**src/design/edf_pkg.sv**
```systemverilog
// ----------------------------------------------------------------------------
// edf_pkg: shared types and constants for the edf task scheduler
// Task count, time width, register indexes and the task setup layout.
// ----------------------------------------------------------------------------
`default_nettype none

package edf_pkg;

    localparam int NUM_TASKS  = 4;
    localparam int TIME_BITS  = 16;
    localparam int IDX_W      = (NUM_TASKS > 1) ? $clog2(NUM_TASKS) : 1;

    localparam int UNIT_W     = 16;
    localparam int OUT_TIME_W = 16;
    localparam int TASK_W     = 3;
    localparam int ACTIVE_W   = 3;
    localparam int CFG_IDX_W  = 3;
    localparam int CFG_DATA_W = 32;

    // register indexes
    localparam logic [CFG_IDX_W-1:0] CFG_ACTIVE_TASKS = 3'd0;
    localparam logic [CFG_IDX_W-1:0] CFG_TASK1_SETUP  = 3'd1;
    localparam logic [CFG_IDX_W-1:0] CFG_TASK4_SETUP  = 3'd4;

    // running task codes
    localparam logic [TASK_W-1:0] IDLE_TASK = 3'd0;
    localparam logic [TASK_W-1:0] NO_TASK   = 3'd7;

    localparam logic [ACTIVE_W-1:0] ACTIVE_RESET = 3'd1;

    typedef logic [UNIT_W-1:0]    t_units;
    typedef logic [TIME_BITS-1:0] t_time;

    // matches the setup register layout: period in 31:16, burst in 15:0
    typedef struct packed {
        t_units period;
        t_units burst;
    } t_task_cfg;

    localparam t_task_cfg TASK_CFG_RESET = '{period: 16'd1, burst: 16'd0};

    typedef struct packed {
        logic             have;
        logic [IDX_W-1:0] idx;
    } t_pick;

endpackage

`default_nettype wire

```
**src/design/edf_cfg_regs.sv**
```systemverilog
// ----------------------------------------------------------------------------
// edf_cfg_regs: configuration registers
// Holds the active task count and the per-task burst and period setup.
// ----------------------------------------------------------------------------
`default_nettype none

module edf_cfg_regs (
    input  wire logic                                   i_clk,
    input  wire logic                                   i_rst_n,
    input  wire logic                                   i_cfg_we,
    input  wire logic [edf_pkg::CFG_IDX_W-1:0]          i_cfg_index,
    input  wire logic [edf_pkg::CFG_DATA_W-1:0]         i_cfg_data,
    output      logic [edf_pkg::NUM_TASKS-1:0]          o_active,
    output      edf_pkg::t_task_cfg [edf_pkg::NUM_TASKS-1:0] o_task_cfg
);
    import edf_pkg::*;

    logic [ACTIVE_W-1:0] r_active;
    t_task_cfg [NUM_TASKS-1:0] r_task_cfg;

    always_ff @(posedge i_clk) begin
        if (!i_rst_n) begin
            r_active <= ACTIVE_RESET;
            for (int i = 0; i < NUM_TASKS; i++) begin
                r_task_cfg[i] <= TASK_CFG_RESET;
            end
        end else if (i_cfg_we) begin
            if (i_cfg_index == CFG_ACTIVE_TASKS) begin
                r_active <= i_cfg_data[ACTIVE_W-1:0];
            end
            for (int i = 0; i < NUM_TASKS; i++) begin
                if (i_cfg_index == CFG_TASK1_SETUP + CFG_IDX_W'(i)) begin
                    r_task_cfg[i] <= t_task_cfg'(i_cfg_data);
                end
            end
        end
    end

    // counts above the task count simply enable every task
    always_comb begin
        for (int i = 0; i < NUM_TASKS; i++) begin
            o_active[i] = (ACTIVE_W'(i) < r_active);
        end
    end

    assign o_task_cfg = r_task_cfg;

endmodule

`default_nettype wire

```
**src/design/edf_pick.sv**
```systemverilog
// ----------------------------------------------------------------------------
// edf_pick: earliest deadline selection
// Picks the ready task with the smallest release countdown, lowest index on ties.
// ----------------------------------------------------------------------------
`default_nettype none

module edf_pick (
    input  wire logic [edf_pkg::NUM_TASKS-1:0]            i_active,
    input  wire edf_pkg::t_units [edf_pkg::NUM_TASKS-1:0] i_work,
    input  wire edf_pkg::t_units [edf_pkg::NUM_TASKS-1:0] i_dist,
    output      edf_pkg::t_pick                           o_pick
);
    import edf_pkg::*;

    t_units best_dist;

    always_comb begin
        o_pick    = '0;
        best_dist = '0;
        for (int i = 0; i < NUM_TASKS; i++) begin
            if (i_active[i] && (i_work[i] != '0) &&
                (!o_pick.have || (i_dist[i] < best_dist))) begin
                o_pick.have = 1'b1;
                o_pick.idx  = IDX_W'(i);
                best_dist   = i_dist[i];
            end
        end
    end

endmodule

`default_nettype wire

```
**src/design/edf_periodic_task_scheduler_unit.sv**
```systemverilog
// ----------------------------------------------------------------------------
// edf_periodic_task_scheduler_unit: earliest deadline first scheduler
// One item is one time unit; releases, selection and countdowns per item.
// ----------------------------------------------------------------------------
// channel   direction  handshake               payload
// in        input      i_in_valid / o_in_stall  i_in_restart
// out       output     o_out_valid / i_out_stall tick_time, running_task,
//                                               switched, segment_start
// cfg       input      i_cfg_we                 i_cfg_index, i_cfg_data
//
// one item per cycle while the input is not stalled; an item's result is in
// the output register in the cycle after it is taken, set by release, compare
// and countdown logic per task. reset clears time, work, countdowns, previous
// task, run start and output valid; no clearing pass.
// the input is stalled only while a held result is stalled downstream.
// ----------------------------------------------------------------------------
`default_nettype none

module edf_periodic_task_scheduler_unit (
    input  wire logic                              i_clk,
    input  wire logic                              i_rst_n,
    input  wire logic                              i_in_valid,
    output      logic                              o_in_stall,
    input  wire logic                              i_in_restart,
    output      logic                              o_out_valid,
    input  wire logic                              i_out_stall,
    output      logic [edf_pkg::OUT_TIME_W-1:0]    o_out_tick_time,
    output      logic [edf_pkg::TASK_W-1:0]        o_out_running_task,
    output      logic                              o_out_switched,
    output      logic [edf_pkg::OUT_TIME_W-1:0]    o_out_segment_start,
    input  wire logic                              i_cfg_we,
    input  wire logic [edf_pkg::CFG_IDX_W-1:0]     i_cfg_index,
    input  wire logic [edf_pkg::CFG_DATA_W-1:0]    i_cfg_data
);
    import edf_pkg::*;

    logic [NUM_TASKS-1:0]      active;
    t_task_cfg [NUM_TASKS-1:0] task_cfg;

    t_time                  r_time, n_time;
    t_units [NUM_TASKS-1:0] r_work, n_work;
    t_units [NUM_TASKS-1:0] r_rel, n_rel;
    logic [TASK_W-1:0]      r_prev, n_prev;
    t_time                  r_run_start, n_run_start;

    logic                   r_out_valid;
    logic [OUT_TIME_W-1:0]  r_out_time, n_out_time;
    logic [TASK_W-1:0]      r_out_task;
    logic                   r_out_sw;
    logic [OUT_TIME_W-1:0]  r_out_start, n_out_start;

    t_units [NUM_TASKS-1:0] rl_work, rl_rel;
    t_pick                  pick;
    logic [TASK_W-1:0]      cur_task, prev_e;
    t_time                  now_e;
    logic                   sw;
    logic                   in_accept;

    edf_cfg_regs u_cfg (
        .i_clk       (i_clk),
        .i_rst_n     (i_rst_n),
        .i_cfg_we    (i_cfg_we),
        .i_cfg_index (i_cfg_index),
        .i_cfg_data  (i_cfg_data),
        .o_active    (active),
        .o_task_cfg  (task_cfg)
    );

    assign o_in_stall = r_out_valid && i_out_stall;
    assign in_accept  = i_in_valid && !o_in_stall;

    // restart clears run state first, then releases hit every active task whose countdown is zero
    always_comb begin
        for (int i = 0; i < NUM_TASKS; i++) begin
            rl_work[i] = i_in_restart ? '0 : r_work[i];
            rl_rel[i]  = i_in_restart ? '0 : r_rel[i];
            if (active[i] && (rl_rel[i] == '0)) begin
                rl_work[i] = task_cfg[i].burst;
                rl_rel[i]  = (task_cfg[i].period == '0) ? UNIT_W'(1) : task_cfg[i].period;
            end
        end
    end

    edf_pick u_pick (
        .i_active (active),
        .i_work   (rl_work),
        .i_dist   (rl_rel),
        .o_pick   (pick)
    );

    always_comb begin
        now_e    = i_in_restart ? '0 : r_time;
        prev_e   = i_in_restart ? NO_TASK : r_prev;
        cur_task = pick.have ? (TASK_W'(pick.idx) + TASK_W'(1)) : IDLE_TASK;
        sw       = (cur_task != prev_e);

        n_prev      = cur_task;
        n_run_start = sw ? now_e : (i_in_restart ? '0 : r_run_start);
        n_time      = now_e + TIME_BITS'(1);

        for (int i = 0; i < NUM_TASKS; i++) begin
            n_work[i] = rl_work[i];
            if (pick.have && (pick.idx == IDX_W'(i))) begin
                n_work[i] = rl_work[i] - UNIT_W'(1);
            end
            n_rel[i] = active[i] ? (rl_rel[i] - UNIT_W'(1)) : rl_rel[i];
        end

        n_out_time  = OUT_TIME_W'(now_e);
        n_out_start = OUT_TIME_W'(n_run_start);
    end

    always_ff @(posedge i_clk) begin
        if (!i_rst_n) begin
            r_time      <= '0;
            r_work      <= '0;
            r_rel       <= '0;
            r_prev      <= NO_TASK;
            r_run_start <= '0;
        end else if (in_accept) begin
            r_time      <= n_time;
            r_work      <= n_work;
            r_rel       <= n_rel;
            r_prev      <= n_prev;
            r_run_start <= n_run_start;
        end
    end

    always_ff @(posedge i_clk) begin
        if (!i_rst_n) begin
            r_out_valid <= 1'b0;
        end else if (in_accept) begin
            r_out_valid <= 1'b1;
        end else if (!i_out_stall) begin
            r_out_valid <= 1'b0;
        end
    end

    always_ff @(posedge i_clk) begin
        if (in_accept) begin
            r_out_time  <= n_out_time;
            r_out_task  <= cur_task;
            r_out_sw    <= sw;
            r_out_start <= n_out_start;
        end
    end

    assign o_out_valid         = r_out_valid;
    assign o_out_tick_time     = r_out_time;
    assign o_out_running_task  = r_out_task;
    assign o_out_switched      = r_out_sw;
    assign o_out_segment_start = r_out_start;

    // a switch starts a new segment at this very tick
    a_switch_starts_segment: assert property (@(posedge i_clk) disable iff (!i_rst_n)
        (o_out_valid && o_out_switched) |-> (o_out_segment_start == o_out_tick_time))
        else $error("segment start differs from tick time on a switch");

    a_task_in_range: assert property (@(posedge i_clk) disable iff (!i_rst_n)
        o_out_valid |-> (o_out_running_task <= TASK_W'(NUM_TASKS)))
        else $error("running task beyond task count");

    a_restart_is_time_zero: assert property (@(posedge i_clk) disable iff (!i_rst_n)
        (in_accept && i_in_restart) |=>
            (o_out_valid && o_out_switched && (o_out_tick_time == '0)))
        else $error("restart item did not give a fresh time zero result");

    a_accept_fills_output: assert property (@(posedge i_clk) disable iff (!i_rst_n)
        in_accept |=> o_out_valid)
        else $error("accepted item produced no result");

endmodule

`default_nettype wire
```
**config.mk**
```make
export PLATFORM = sky130hd
export DESIGN_NAME = edf_periodic_task_scheduler_unit
export DESIGN_NICKNAME = d
export VERILOG_FILES = /design/src/design/edf_pkg.sv /design/src/design/edf_cfg_regs.sv /design/src/design/edf_pick.sv /design/src/design/edf_periodic_task_scheduler_unit.sv
export SDC_FILE = /design/constraint.sdc
export NUM_CORES = 1
export LEC_CHECK = 0
export ABC_AREA = 1
export BUFFER_PORTS_ARGS = -buffer_cell sky130_fd_sc_hd__buf_2
export CAP_MARGIN = 30
export CORE_MARGIN = 5
export CORE_UTILIZATION = 63
export DETAILED_ROUTE_END_ITERATION = 8
export PLACE_DENSITY = 0.81
export SETUP_SLACK_MARGIN = 0.4
export SKIP_LAST_GASP = 1
export SLEW_MARGIN = 10
export SYNTH_ARGS = -nofsm -noshare
export SYNTH_HDL_FRONTEND = slang
export SYNTH_SLANG_ARGS = --single-unit
```
**constraint.sdc**
```tcl
create_clock -name i_clk -period 11.75 [get_ports i_clk]
set_input_delay 0.5875 -clock i_clk [delete_from_list [all_inputs] [get_ports i_clk]]
set_output_delay 0.5875 -clock i_clk [all_outputs]
set_load 0.02 [all_outputs]
```
After elaboration in Yosys (flattened, before gate mapping)

Cells that the tools add are included.
Widths: inputs -> output; s select.

Muxes and demuxes: 42
Reductions and logical operators: 43
Magnitude comparators: 7
Add/sub/neg operators: 10
Equal/unequal tests: 9

Operators with widths:

| kind                  | count |
|---|---|
| $mux 16               | 34 |
| $logic_not 16->1      | 8 |
| $sub 16x1->16 const B | 8 |
| $reduce_bool 16->1    | 4 |
| $lt 16x16->1          | 3 |
| $mux 3                | 6 |
| $logic_and 1x1->1     | 17 |
| $add 16x1->16 const B | 1 |
| $reduce_and 2->1      | 5 |
| $eq 3x2->1 const B    | 2 |
| $lt 1x3->1 const A    | 2 |
| $lt 2x3->1 const A    | 2 |
| $eq 2x2->1 const B    | 2 |
| $logic_not 1->1       | 4 |
| $add 2x1->3 const B   | 1 |
| $eq 3x1->1 const B    | 1 |
| $eq 3x3->1 const B    | 1 |
| $logic_not 3->1       | 1 |
| $logic_or 1x1->1      | 3 |
| $ne 3x3->1            | 1 |
| $eq 2x1->1 const B    | 1 |
| $logic_not 2->1       | 1 |
| $mux 1                | 2 |
| $ne 2x1->1 const B    | 1 |

Register bits after elaboration: 331
Word-level logic and storage cells: 136
Output and inout bits: 38
Input bits: 41

Logic depth before layout (Yosys ltp)

Gate-level depths: netlist of the first run.

Depth after elaboration: 23
Mapped depth: 77

Modules after synthesis

A second synthesis of the first run with hierarchy kept.

Cells, all modules: 3168
Area, all modules: 20071.8 µm²

By module, submodules not included:

| module                           | seq. area each (µm²) | instances | cells each | area an instance (µm²) |
|---|---|---|---|---|
| edf_periodic_task_scheduler_unit | 4364.2               | 1         | 2126       | 13191.4 |
| edf_cfg_regs                     | 2622.5               | 1         | 763        | 5261.3 |
| edf_pick                         | 0.0                  | 1         | 279        | 1619.1 |

Worst setup path after synthesis of the first run

OpenSTA, ideal clock, no wires.

Kind: input to register
Start: input port i_in_restart
End: register r_out_start[0], in the netlist o_out_segment_start[0], data pin
Cell stages on the path: 62
Setup time: 0.253 ns
Data arrival time: 8.869 ns
Setup slack: 2.629 ns
Path through: buf_4 inv_2 buf_6 buf_6 buf_6 buf_4 buf_2 buf_1 clkbuf_1 buf_1 nand3_1 o21ai_0 inv_1 ha_1 inv_1 nor2_1 nand2_1 nor2_1 (+26 left out) o21ai_0 ha_1 a21oi_1 nor2_1 a2111oi_0 nand2_1 nand2_1 nand2_2 nand2_1 inv_1 ha_1 nor2_1 xnor2_1 nor2_1 nand3_4 buf_6 nand2_2 nand2_1

Longest elaborated chain between the ends: 23
Elaborated cells on any way between the ends: 58
Classes of those cells: 1 x add/sub; 3 x order compare; 1 x eq/ne; 28 x mux; 25 x reduce/logical

Ends and longest elaborated chain:

| element                                                | line                                    | RTL |
|---|---|---|
| start: declaration                                     | edf_periodic_task_scheduler_unit.sv:24  | `input wire logic i_in_restart,` |
| $mux 16                                                | edf_periodic_task_scheduler_unit.sv:76  | `rl_rel[i] = i_in_restart ? '0 : r_rel[i];` |
| $logic_not 16->1                                       | edf_periodic_task_scheduler_unit.sv:77  | `if (active[i] && (rl_rel[i] == '0)) begin` |
| $logic_and 1x1->1                                      | edf_periodic_task_scheduler_unit.sv:77  |  |
| $mux 16                                                | edf_periodic_task_scheduler_unit.sv:77  |  |
| $reduce_bool 16->1                                     | edf_pick.sv:21                          | `if (i_active[i] && (i_work[i] != '0) &&` |
| $logic_and 1x1->1                                      | edf_pick.sv:21                          |  |
| $mux 16 / $mux 3 (equally long branches)               | edf_pick.sv:21                          |  |
| $lt 16x16->1 / $logic_not 1->1 (equally long branches) | edf_pick.sv:22                          | `(!o_pick.have \|\| (i_dist[i] < best_dist))) begin` |
| (+10 left out)                                         | -                                       |  |
| $mux 3 (*)                                             | edf_pick.sv:21                          |  |
| $add 2x1->3                                            | edf_periodic_task_scheduler_unit.sv:94  | `cur_task = pick.have ? (TASK_W'(pick.idx) + TASK_W'(1)) : IDLE_TASK;` |
| $mux 3 (*)                                             | edf_periodic_task_scheduler_unit.sv:94  |  |
| net cur_task[1]                                        | edf_periodic_task_scheduler_unit.sv:54  | `logic [TASK_W-1:0] cur_task, prev_e;` |
| $ne 3x3->1 (*)                                         | edf_periodic_task_scheduler_unit.sv:95  | `sw = (cur_task != prev_e);` |
| net sw                                                 | edf_periodic_task_scheduler_unit.sv:56  | `logic sw;` |
| $mux 16 (*)                                            | edf_periodic_task_scheduler_unit.sv:98  | `n_run_start = sw ? now_e : (i_in_restart ? '0 : r_run_start);` |
| net n_out_start[0]                                     | edf_periodic_task_scheduler_unit.sv:50  | `logic [OUT_TIME_W-1:0] r_out_start, n_out_start;` |
| end signal: assignment                                 | edf_periodic_task_scheduler_unit.sv:144 | `r_out_start <= n_out_start;` |
| end: declaration                                       | edf_periodic_task_scheduler_unit.sv:50  |  |

The timed path passes the listed nets; every way through them passes the cells marked *.
A chain may end at the register's enable or synchronous reset.

Final worst setup path of the first run

Start: input port i_in_restart
End: register r_out_start[13], in the netlist o_out_segment_start[13], data pin

Longest elaborated chain between the ends: 23
Elaborated cells on any way between the ends: 58
Classes of those cells: 1 x add/sub; 3 x order compare; 1 x eq/ne; 28 x mux; 25 x reduce/logical

Ends and longest elaborated chain:

| element                                                | line |
|---|---|
| $mux 16                                                | edf_periodic_task_scheduler_unit.sv:76 |
| $logic_not 16->1                                       | edf_periodic_task_scheduler_unit.sv:77 |
| $logic_and 1x1->1                                      | edf_periodic_task_scheduler_unit.sv:77 |
| $mux 16                                                | edf_periodic_task_scheduler_unit.sv:77 |
| $reduce_bool 16->1                                     | edf_pick.sv:21 |
| $logic_and 1x1->1                                      | edf_pick.sv:21 |
| $mux 16 / $mux 3 (equally long branches)               | edf_pick.sv:21 |
| $lt 16x16->1 / $logic_not 1->1 (equally long branches) | edf_pick.sv:22 |
| (+9 left out)                                          | - |
| $logic_and 1x1->1                                      | edf_pick.sv:21 |
| $mux 3 (*)                                             | edf_pick.sv:21 |
| $add 2x1->3                                            | edf_periodic_task_scheduler_unit.sv:94 |
| $mux 3 (*)                                             | edf_periodic_task_scheduler_unit.sv:94 |
| net cur_task[1]                                        | edf_periodic_task_scheduler_unit.sv:54 |
| $ne 3x3->1 (*)                                         | edf_periodic_task_scheduler_unit.sv:95 |
| $mux 16 (*)                                            | edf_periodic_task_scheduler_unit.sv:98 |
| net n_out_start[13]                                    | edf_periodic_task_scheduler_unit.sv:50 |

Marks and branches as above.

==> out/results.ini, run 1 <==
[clocking]
clock-sinks=331
cts_buffer_depth=3
hold_buffers=0
cts-buffers-inserted=37
root_buffer=clkbuf_16
cts_tree=built
cts.htree.levels=2
clk_latency_ns=0.54
path_clk_slew_ns=0.06

[synth]
yosysWarnings=0
synth-edff-count=36
synthesis.area_um2=18500
ys_seq_area_frac=0.3777
yosys.area.top_type=dfxtp_1
synth-simple-area-share=0.2382
synth_nets=2765
synth-compound-area-share=0.1933
yosys-top-cells-area=dfxtp_1 (32%), o21ai_0 (9.1%), nor2_1 (7.8%)
avgSynthCellArea_um2=6.941
netlist.area_leader.share=0.3193
synth_xor_xnor_area_share=0.03788
synth_seq_cells=331
postSynthCellCount=2665
ys_types=57
synth_top_family_by_area=simple AND/OR/NAND/NOR gates
synthArstFlopShare=0
synthFlopType=dfxtp_1
synthAdderAreaFrac=0.03991
synth.area.mux_share=0

[setup_path]
rr_worst_depth=53
cp-end-kind=flop
endpoint=o_out_segment_start[13]
path_common_cell=nand2_1
path_class=in2reg
reg2reg_slack_ns=1.76
slowest_stage=o21ai_0
r2r-start=r_rel[13]
worst_setup_path_start_kind=primary input
worstPathMaxFanout=33
cp-startpoint=i_in_restart
r2r-end=o_out_segment_start[13]
critPathRequiredTime_ns=12.03
cp.arrival_ns=10.32
cpPeakStageDelay_ns=0.42

[grt]
global_route.usage.total=0.3125
overflow=0
antenna_found_initial=0
grt_max_degree=104
grt_pass1_vias=16950
grt_pass1_wl_um=84840

[route]
drtIter0Drc=1411
avgViaCountPerCell=5.812
antenna_left=0
dr.pass1.iters=5
vias=17900
route.detailed.drc=0
wl_per_cell_um=17.38
wirelength_um=53500

[timing]
fin_crit_sh=0.8544
rsz0062_at_grt=false
skew_ns=0.03306
finalHoldViolCount=0
final.min_clock_period_ns=10.04
relSlewSlack=0.3508
finalSetupTns_ns=0
drv_slew=0
finalSetupViolCount=0
max_freq_ghz=0.09961
tightest_slew_ns=0.9739

[run_status]
status=completed

[placement]
dp_cells=3013
gp_congestion=0.9949
io_buffers=78
place_hpwl_um=38060

[floorplanning]
die-width_um=181.4
rows=62
coreArea_um2=28860
num_io_pins=79
die_y_um=181.4
start_util=0.6410
design.die.area_um2=32890

[layout]
nets=2770
n_antenna_cell=0
final_cells=3079
drive_above_1_share=0.08757
area_growth_pct=8.922

[pwr]
pwr_density_cell_nw_per_um2=152.7
p_leak_nw=9.432
vdd_ir_drop_max_mv=0.1197

[hold_path]
min_path_type=in2reg
min_from=i_out_stall

[job]
cap_violations=0

-- critical path: cells and delay by family --
kind	cells	cell delay, ns
AO/OA/AOI/OAI	11	2.57
buffers and inverters	9	1.48
AND/OR/NAND/NOR	29	4.09
XOR/XNOR	1	0.09
adder cells (fa/ha/maj)	5	1.45
-- layout make-up --
type                       instances  area [um^2]
multi-input combinational       1805         9428
fill                            2512         8710
sequential                       331         6988
inverter                         391         1471
clock buffer                      48         1027
timing repair buffer             104        610.6
tap                              384        480.5
clock inverter                    16        142.6
-- where the power goes --
| part | total (mW) | switching, mW | internal [mW] |
|---|---|---|---|
| registers | 1.25 | 0.0343 | 1.21 |
| logic | 0.701 | 0.477 | 0.225 |
| clock network | 1.13 | 0.483 | 0.644 |
-- cells by family after synthesis --
kind of cell / count (synthesis)
AO/OA/AOI/OAI: 663
XOR/XNOR: 80
adder cells (fa/ha/maj): 59
buffers and inverters: 529
flip-flops: 331
AND/OR/NAND/NOR: 1003
-- state kept, by name (all words and copies together), names as in the netlist --
name                 count
u_cfg.r_active           3
o_out_switched           1
r_time                  16
o_out_segment_start     16
r_run_start             16
o_out_valid              1
r_prev                   3
o_out_tick_time         16
o_out_running_task       3
r_work                  64
u_cfg.o_task_cfg       128
r_rel                   64
-- worst min path at each step --
| stage | cells after the start | end |
|---|---|---|
| finish | 3 | o_out_valid |
| global route | 3 | o_out_valid |
| CTS | 3 | o_out_valid |
| detailed placement | 2 | u_cfg.o_task_cfg[73] |
| global placement | 2 | u_cfg.o_task_cfg[76] |
| floorplan | 2 | u_cfg.o_task_cfg[0] |
-- stage by stage --
step,utilization,hold slack (ns),total power [mW],worst slack (ns),cell area (um^2)
CTS,0.6968,0.3226,3.074,1.459,20110
global placement,0.6563,0.4362,1.937,1.265,18940
floorplan,-,0.4245,1.796,2.629,18500
global route,0.6982,0.3410,3.229,0.4679,20150
finish,0.6982,0.3263,3.077,1.711,20150
detailed placement,0.6563,0.4401,1.957,0.9840,18940
-- cells in the mapped netlist (3+ instances only) --
cell,n
o221ai_1,16
a22oi_1,4
nand2_2,29
buf_2,17
a211oi_1,3
xor2_1,54
ha_1,59
buf_4,5
o21ai_0,336
nor3_2,3
o2bb2ai_1,3
nand2_1,331
o221a_2,3
a41oi_1,3
buf_1,12
xnor2_1,26
o31ai_1,8
dfxtp_1,295
nor2_1,385
a31oi_1,14
nand3_2,13
a21oi_1,221
nand4_1,38
a2111oi_0,3
clkbuf_1,97
o211ai_1,19
inv_2,6
nand3_1,130
nor2_4,4
inv_1,380
o22ai_1,5
o21ai_1,16
edfxtp_1,36
nor3_1,39
clkinv_1,3
buf_6,6
nor4_1,18
-- placed cells by master, fill, tap and decap left out, types with 19 or more instances in the layout --
| cell | netlist | final |
|---|---|---|
| buf_4 | 5 | 25 |
| edfxtp_1 | 36 | 36 |
| inv_1 | 380 | 380 |
| dfxtp_1 | 295 | 294 |
| a21oi_1 | 221 | 221 |
| ha_1 | 59 | 59 |
| nor3_1 | 39 | 39 |
| xnor2_1 | 26 | 26 |
| xor2_1 | 54 | 54 |
| nand4_1 | 38 | 38 |
| o21ai_0 | 336 | 334 |
| nand2_2 | 29 | 29 |
| nand2_1 | 331 | 331 |
| o211ai_1 | 19 | 19 |
| buf_2 | 17 | 76 |
| nor2_1 | 385 | 384 |
| nand3_1 | 130 | 130 |
| clkbuf_16 | 0 | 37 |
-- per-layer routing --
metal | up-vias | global-route usage | share of wire
met5 | - | 0 | 0
met4 | 0 | 0.1084 | 0.029
met3 | 117 | 0.06897 | 0.093
met2 | 757 | 0.5192 | 0.46
met1 | 8276 | 0.4032 | 0.42
li1 | 8745 | - | -
-- what timing repair did --
| item | in CTS | in global routing |
|---|---|---|
| resized for setup | 0 | 4 |
| endpoints found under the setup margin | 0 | 42 |
| buffers inserted | 0 | 0 |
(Power assumes the default switching activity.)
==> run 2: changes to the inputs <==
--- a/config.mk
+++ b/config.mk
@@ -10,6 +10,8 @@
 export CAP_MARGIN = 30
+export CELL_PAD_IN_SITES_DETAIL_PLACEMENT = 0
+export CELL_PAD_IN_SITES_GLOBAL_PLACEMENT = 2
 export CORE_MARGIN = 5
-export CORE_UTILIZATION = 63
+export CORE_UTILIZATION = 36
 export DETAILED_ROUTE_END_ITERATION = 8
-export PLACE_DENSITY = 0.81
+export PLACE_DENSITY_LB_ADDON = 0.1
 export SETUP_SLACK_MARGIN = 0.4
==> constraint.sdc (replaced) <==
create_clock -name i_clk -period 11.75 [get_ports i_clk]
set_input_delay 1.175 -clock i_clk [delete_from_list [all_inputs] [get_ports i_clk]]
set_output_delay 1.175 -clock i_clk [all_outputs]
set_load 0.02 [all_outputs]
==> run 2 against run 1 <==
  * Die area increased by 70%
  * Combinational power increased by 2%
  * Final cell count increased by 10%
  * Sequential power about the same
  * Core utilization decreased by 29 points
  * Sequential share of layout area decreased by 1.3 points
  * Critical path depth decreased by 10
  * Highest routed layer unchanged
  * First-iteration DRC count decreased by 30%
  * Routed wire length increased by 14%
==> out/results.ini, run 2 (synthesis gave the netlist of run 1 again) <==
[timing]
tightest_slew_ns=0.9805  ; was 0.9739 ns
max_freq_ghz=0.09916  ; was 0.09961 GHz
skew_ns=0.01406  ; was 0.03306 ns
relSlewSlack=0.3463  ; was 0.3508
finalSetupViolCount=0  ; unchanged
fin_crit_sh=0.8582  ; was 0.8544
finalHoldViolCount=0  ; unchanged
drv_slew=0  ; unchanged
whs_ns=0.4473  ; was 0.3263 ns
rsz0062_at_grt=false  ; unchanged
final.min_clock_period_ns=10.08  ; was 10.04 ns
finalSetupTns_ns=0  ; unchanged

[clocking]
cts-buffers-inserted=42  ; was 37
clock-sinks=331  ; unchanged
cts.htree.levels=2  ; unchanged
clk_latency_ns=0.56  ; was 0.54 ns
hold_buffers=0  ; unchanged
root_buffer=clkbuf_16  ; unchanged
cts_buffer_depth=3  ; unchanged
cts_tree=built  ; unchanged
path_clk_slew_ns=0.05  ; was 0.06 ns

[route]
drtIter0Drc=985  ; was 1411
vias=17230  ; was 17.90k
antenna_left=0  ; unchanged
wl_per_cell_um=18.02  ; was 17.38 um
route.detailed.drc=0  ; unchanged
dr.pass1.iters=5  ; unchanged
wirelength_um=61130  ; was 53500 um
avgViaCountPerCell=5.079  ; was 5.812

[floorplanning]
rows=83  ; was 62
die-width_um=236.7  ; was 181.4 um
design.die.area_um2=56020  ; was 32890 um^2
coreArea_um2=51090  ; was 28860 um^2
num_io_pins=79  ; unchanged
start_util=0.3620  ; was 0.6410
die_y_um=236.7  ; was 181.4 um

[pwr]
p_leak_nw=9.616  ; was 9.432 nW
pwr_density_cell_nw_per_um2=160.0  ; was 152.7 nW/um^2
vdd_ir_drop_max_mv=0.09718  ; was 0.1197 mV

[grt]
overflow=0  ; unchanged
grt_pass1_vias=16420  ; was 16.95k
antenna_found_initial=4  ; was 0
grt_max_degree=194  ; was 104
grt_pass1_wl_um=95620  ; was 84840 um
global_route.usage.total=0.2125  ; was 0.3125

[layout]
final_cell_mix=nor2_1 (383), inv_1 (380), nand2_1 (331), o21ai_0 (328), dfxtp_1 (295)  ; was nor2_1 (384), inv_1 (380), o21ai_0 (334), nand2_1 (331), dfxtp_1 (294)
nets=2780  ; was 2770
largest_register_ffs=128  ; unchanged
drive_above_1_share=0.09222  ; was 0.08757
nFillCells=5482  ; was 2512
area_growth_pct=13.00  ; was 8.922%
layout_commonest_cell=nor2_1  ; unchanged

[setup_path]
endpoint=o_out_segment_start[11]  ; was o_out_segment_start[13]
cp-startpoint=i_in_restart  ; unchanged
cpPeakStageDelay_ns=0.46  ; was 0.42 ns
worst_setup_path_start_kind=primary input  ; unchanged
rr_worst_depth=50  ; was 53
path_class=in2reg  ; unchanged
cp-end-kind=flop  ; unchanged
slowest_stage=inv_1  ; was o21ai_0
critPathRequiredTime_ns=12.06  ; was 12.03 ns
path_common_cell=nand2_1  ; unchanged
r2r-end=o_out_segment_start[11]  ; was o_out_segment_start[13]
worstPathMaxFanout=46  ; was 33
cp.arrival_ns=10.39  ; was 10.32 ns
reg2reg_slack_ns=2.37  ; was 1.76 ns
r2r-start=u_cfg.r_active[2]  ; was r_rel[13]

[job]
cap_violations=0  ; unchanged

[placement]
place_hpwl_um=43170  ; was 38060 um
io_buffers=78  ; unchanged
gp_congestion=0.8627  ; was 0.9949

[hold_path]
min_path_type=reg2reg  ; was in2reg

[run_status]
status=completed  ; unchanged

[run 2: cell types whose count changed in the layout (fill, tap and decap cells not counted), moves of 2 or more]
| cell | change |
|---|---|
| clkinv_2 | +3 |
| o21ai_1 | +6 |
| clkbuf_16 | +7 |
| bufinv_16 | +5 |
| o21ai_0 | -6 |
| nand2_2 | -2 |
| clkinv_1 | +2 |
| inv_2 | -2 |
| buf_16 | +2 |
| buf_4 | +3 |
| nand2_4 | +2 |
| inv_6 | -2 |
[run 2: metrics by stage]
step | instances | setup WS (ns) | instance area, um^2 | utilization | total power [mW]
2_1_floorplan | 2665 | 2.041 | 18500 | - | 1.796
5_1_grt | 3391 | 0.4808 | 20900 | 0.4091 | 3.530
4_1_cts | 3388 | 1.126 | 20870 | 0.4084 | 3.388
6_report | 3392 | 1.666 | 20900 | 0.4091 | 3.345
3_3_place_gp | 3311 | 0.6789 | 19350 | 0.3787 | 1.975
3_5_place_dp | 3313 | 0.5268 | 19400 | 0.3798 | 1.982
[run 2: report_power, final]
group          total [mW]  internal (mW)  switching (mW)
Sequential           1.25           1.21          0.0330
Combinational       0.716          0.229           0.487
Clock                1.38          0.851           0.532
Total                3.35           2.29            1.05
[run 2: area by class of cell]
type / instances / area (um^2) / share of cell area
inverter: 391 / 1474 / 0.07051
antenna: 1 / 2.502 / 0.0001197
clock inverter: 20 / 259.0 / 0.01239
multi-input combinational: 1806 / 9450 / 0.4521
tap: 680 / 850.8 / 0.04070
clock buffer: 55 / 1202 / 0.05752
sequential: 331 / 6987 / 0.3343
timing repair buffer: 108 / 676.9 / 0.03238
[run 2: worst min-delay path by stage]
stage,from,to,cells after the start
floorplan,u_cfg.o_task_cfg[0],u_cfg.o_task_cfg[0],2
global placement,u_cfg.o_task_cfg[68],u_cfg.o_task_cfg[68],2
detailed placement,u_cfg.o_task_cfg[69],u_cfg.o_task_cfg[69],2
CTS,u_cfg.o_task_cfg[69],u_cfg.o_task_cfg[69],2
global route,u_cfg.o_task_cfg[77],u_cfg.o_task_cfg[77],2
finish,u_cfg.o_task_cfg[64],u_cfg.o_task_cfg[64],2
[run 2: repair_timing]
| item | in CTS | in global routing |
|---|---|---|
| endpoints found under the setup margin | 0 | 62 |
| gates resized for setup | 0 | 10 |
| setup buffers | 0 | 2 |
[run 2: critical path, delay by kind of cell]
family / cells / cell delay, ns
simple gates: 21 / 3.07
compound gates: 10 / 2.50
buf+inv: 9 / 2.30
fa+ha+maj: 4 / 1.16
xor+xnor: 1 / 0.12
[run 2: routing by layer]
layer	track usage	wire, um	up-vias
li1	-	-	8771
met1	0.2994	29500	8028
met2	0.3484	27690	349
met3	0.02469	2579	79
met4	0.05387	1357	0
met5	0	0	-
==> run 3: changes to the inputs <==
- CORE_UTILIZATION: 36 -> 38
- clock period: 11.75 -> 12.17 ns (I/O delays scaled with it)
==> run 3 against run 2 <==
  * Global-route usage up 0.62 points
  * First-iteration DRC count increased by 2.0%
  * Setup slack gained 0.097 ns
  * Register-to-register slack got worse by 0.12 ns
  * Clock skew shrank 0.00079 ns
  * Sequential cell count stayed put
  * Total power decreased by 6.6%
  * Final cell count shrank 2.0%
  * Critical path type unchanged
  * Highest routed layer unchanged
==> out/results.ini, run 3 (synthesis gave the netlist of run 1 again) <==
[floorplanning]
die_y_um=230.6  ; was 236.7 um
die-width_um=230.6  ; was 236.7 um
design.die.area_um2=53190  ; was 56020 um^2
num_io_pins=79  ; unchanged
start_util=0.3858  ; was 0.3620
rows=80  ; was 83
coreArea_um2=47950  ; was 51090 um^2

[setup_path]
worstPathMaxFanout=49  ; was 46
worst_setup_path_start_kind=primary input  ; unchanged
cp-end-kind=flop  ; unchanged
r2r-start=u_cfg.r_active[2]  ; unchanged
rr_worst_depth=55  ; was 50
reg2reg_slack_ns=2.25  ; was 2.37 ns
path_common_cell=nand2_1  ; unchanged
cpPeakStageDelay_ns=0.59  ; was 0.46 ns
r2r-end=r_work[63]  ; was o_out_segment_start[11]
critPathRequiredTime_ns=12.61  ; was 12.06 ns
cp.arrival_ns=10.84  ; was 10.39 ns
path_class=in2reg  ; unchanged
slowest_stage=buf_4  ; was inv_1

[clocking]
cts.htree.levels=2  ; unchanged
path_clk_slew_ns=0.05  ; about the same
cts_tree=built  ; unchanged
clk_latency_ns=0.56  ; about the same
cts_buffer_depth=3  ; unchanged
cts_setup_buffers=0  ; unchanged
clock-sinks=331  ; unchanged
root_buffer=clkbuf_16  ; unchanged
cts-buffers-inserted=42  ; unchanged

[timing]
finalHoldViolCount=0  ; unchanged
rsz0062_at_grt=false  ; unchanged
finalSetupViolCount=0  ; unchanged
fin_crit_sh=0.8551
relSlewSlack=0.3655  ; was 0.3463
whs_ns=0.4482  ; was 0.4473 ns
final.min_clock_period_ns=10.41
skew_ns=0.01327  ; was 0.01406 ns
tightest_slew_ns=0.9518  ; was 0.9805 ns
drv_slew=0  ; unchanged
finalSetupTns_ns=0  ; unchanged
max_freq_ghz=0.09609

[route]
vias=17320  ; was 17.23k
dr.pass1.iters=5  ; unchanged
avgViaCountPerCell=5.211  ; was 5.079
drtIter0Drc=1005  ; was 985
maxUsedRoutingLayer=met4  ; unchanged
met2_length_um=26490  ; was 27690 um
wl_per_cell_um=17.93  ; was 18.02 um
antenna_left=0  ; unchanged
wirelength_um=59590  ; was 61130 um
wl_met1_um=29380  ; was 29500 um
routed-wl-met3_um=2337  ; was 2579 um
route.detailed.drc=0  ; unchanged

[hold_path]
min_from=u_cfg.o_task_cfg[76]  ; was u_cfg.o_task_cfg[64]
min_path_type=reg2reg  ; unchanged
hold_end=u_cfg.o_task_cfg[76]  ; was u_cfg.o_task_cfg[64]
worstHoldPathCells=2  ; unchanged

[layout]
largest_register_ffs=128  ; unchanged
layout_commonest_cell=nor2_1  ; unchanged
drive_above_1_share=0.08859  ; was 0.09222
area_growth_pct=11.61  ; was 13.00%
fin_area_um2=20650  ; was 20900 um^2
n_antenna_cell=0  ; was 1
nets=2776  ; was 2780
final_cell_mix=nor2_1 (383), inv_1 (380), o21ai_0 (334), nand2_1 (331), dfxtp_1 (295)  ; was nor2_1 (383), inv_1 (380), nand2_1 (331), o21ai_0 (328), dfxtp_1 (295)

[grt]
overflow=0  ; unchanged
grt_pass1_vias=16310  ; was 16.42k
grt_max_degree=179  ; was 194
global_route.usage.total=0.2187  ; was 0.2125
grt_pass1_wl_um=93450  ; was 95620 um
antenna_found_initial=1  ; was 4

[pwr]
vdd_ir_drop_max_mv=0.08644  ; was 0.09718 mV
p_leak_nw=9.533  ; was 9.616 nW
pwr_density_cell_nw_per_um2=151.3  ; was 160.0 nW/um^2
power.total_mw=3.124  ; was 3.345 mW

[placement]
gp_congestion=0.9026  ; was 0.8627
place_hpwl_um=41750  ; was 43170 um
place_area_um2=19270  ; was 19400 um^2
io_buffers=78  ; unchanged

[run_status]
status=completed  ; unchanged

[job]
cap_violations=0  ; unchanged

-- run 3: changes by cell type in the layout (fill, tap and decap cells not counted), moves of 3 or more --
| cell | before | now |
|---|---|---|
| o21ai_1 | 24 | 18 |
| clkbuf_1 | 5 | 13 |
| bufinv_16 | 6 | 1 |
| o21ai_0 | 328 | 334 |
| clkinvlp_4 | 3 | 0 |
| clkbuf_8 | 6 | 12 |
| clkinv_2 | 11 | 8 |
| buf_4 | 28 | 25 |
-- run 3: power by group --
group / switching [mW] / total, mW / internal (mW)
Clock: 0.489 / 1.23 / 0.743
Combinational: 0.470 / 0.688 / 0.218
Sequential: 0.0319 / 1.20 / 1.17
-- run 3: layout make-up --
cell class                      instances  area, um^2
Fill cell                            5062       27300
Clock buffer                           68        1290
Multi-Input combinational cell       1806        9440
Clock inverter                          9       71.32
Sequential cell                       331        6987
Inverter                              391        1474
Timing Repair Buffer                  104       614.3
Tap cell                              615       769.5
-- run 3: worst max path at each step --
stage	slack, ns	startpoint	cells after the start	endpoint
floorplan	2.42	i_in_restart	62	o_out_segment_start[0]
global placement	1.17	i_in_restart	59	r_work[29]
detailed placement	0.97	i_in_restart	55	r_work[29]
CTS	1.52	i_in_restart	56	r_work[63]
global route	0.44	i_in_restart	52	r_work[63]
finish	1.76	i_in_restart	50	r_work[63]
-- run 3: metal layers --
metal	up-vias	global-route usage
met3	86	0.02433
met4	0	0.05888
met5	-	0
met2	324	0.3510
met1	8132	0.3143
li1	8778	-
-- run 3: metrics by stage --
stage,util,instances,setup slack [ns]
CTS,0.4302,3322,1.521
finish,0.4306,3324,1.763
floorplan,-,2665,2.419
global placement,0.4015,3244,1.171
detailed placement,0.4019,3245,0.9697
global route,0.4306,3324,0.4364
-- run 3: what timing repair did --
item | 4_1_cts | 5_1_grt
setup endpoints to repair | 0 | 5
hold buffers | 0 | 0
resized for setup | 0 | 2
-- run 3: critical path: cells and delay by family --
family	cells	cell delay [ns]
buf+inv	8	1.93
fa+ha+maj	4	1.09
simple gates	25	3.22
compound gates	13	3.29
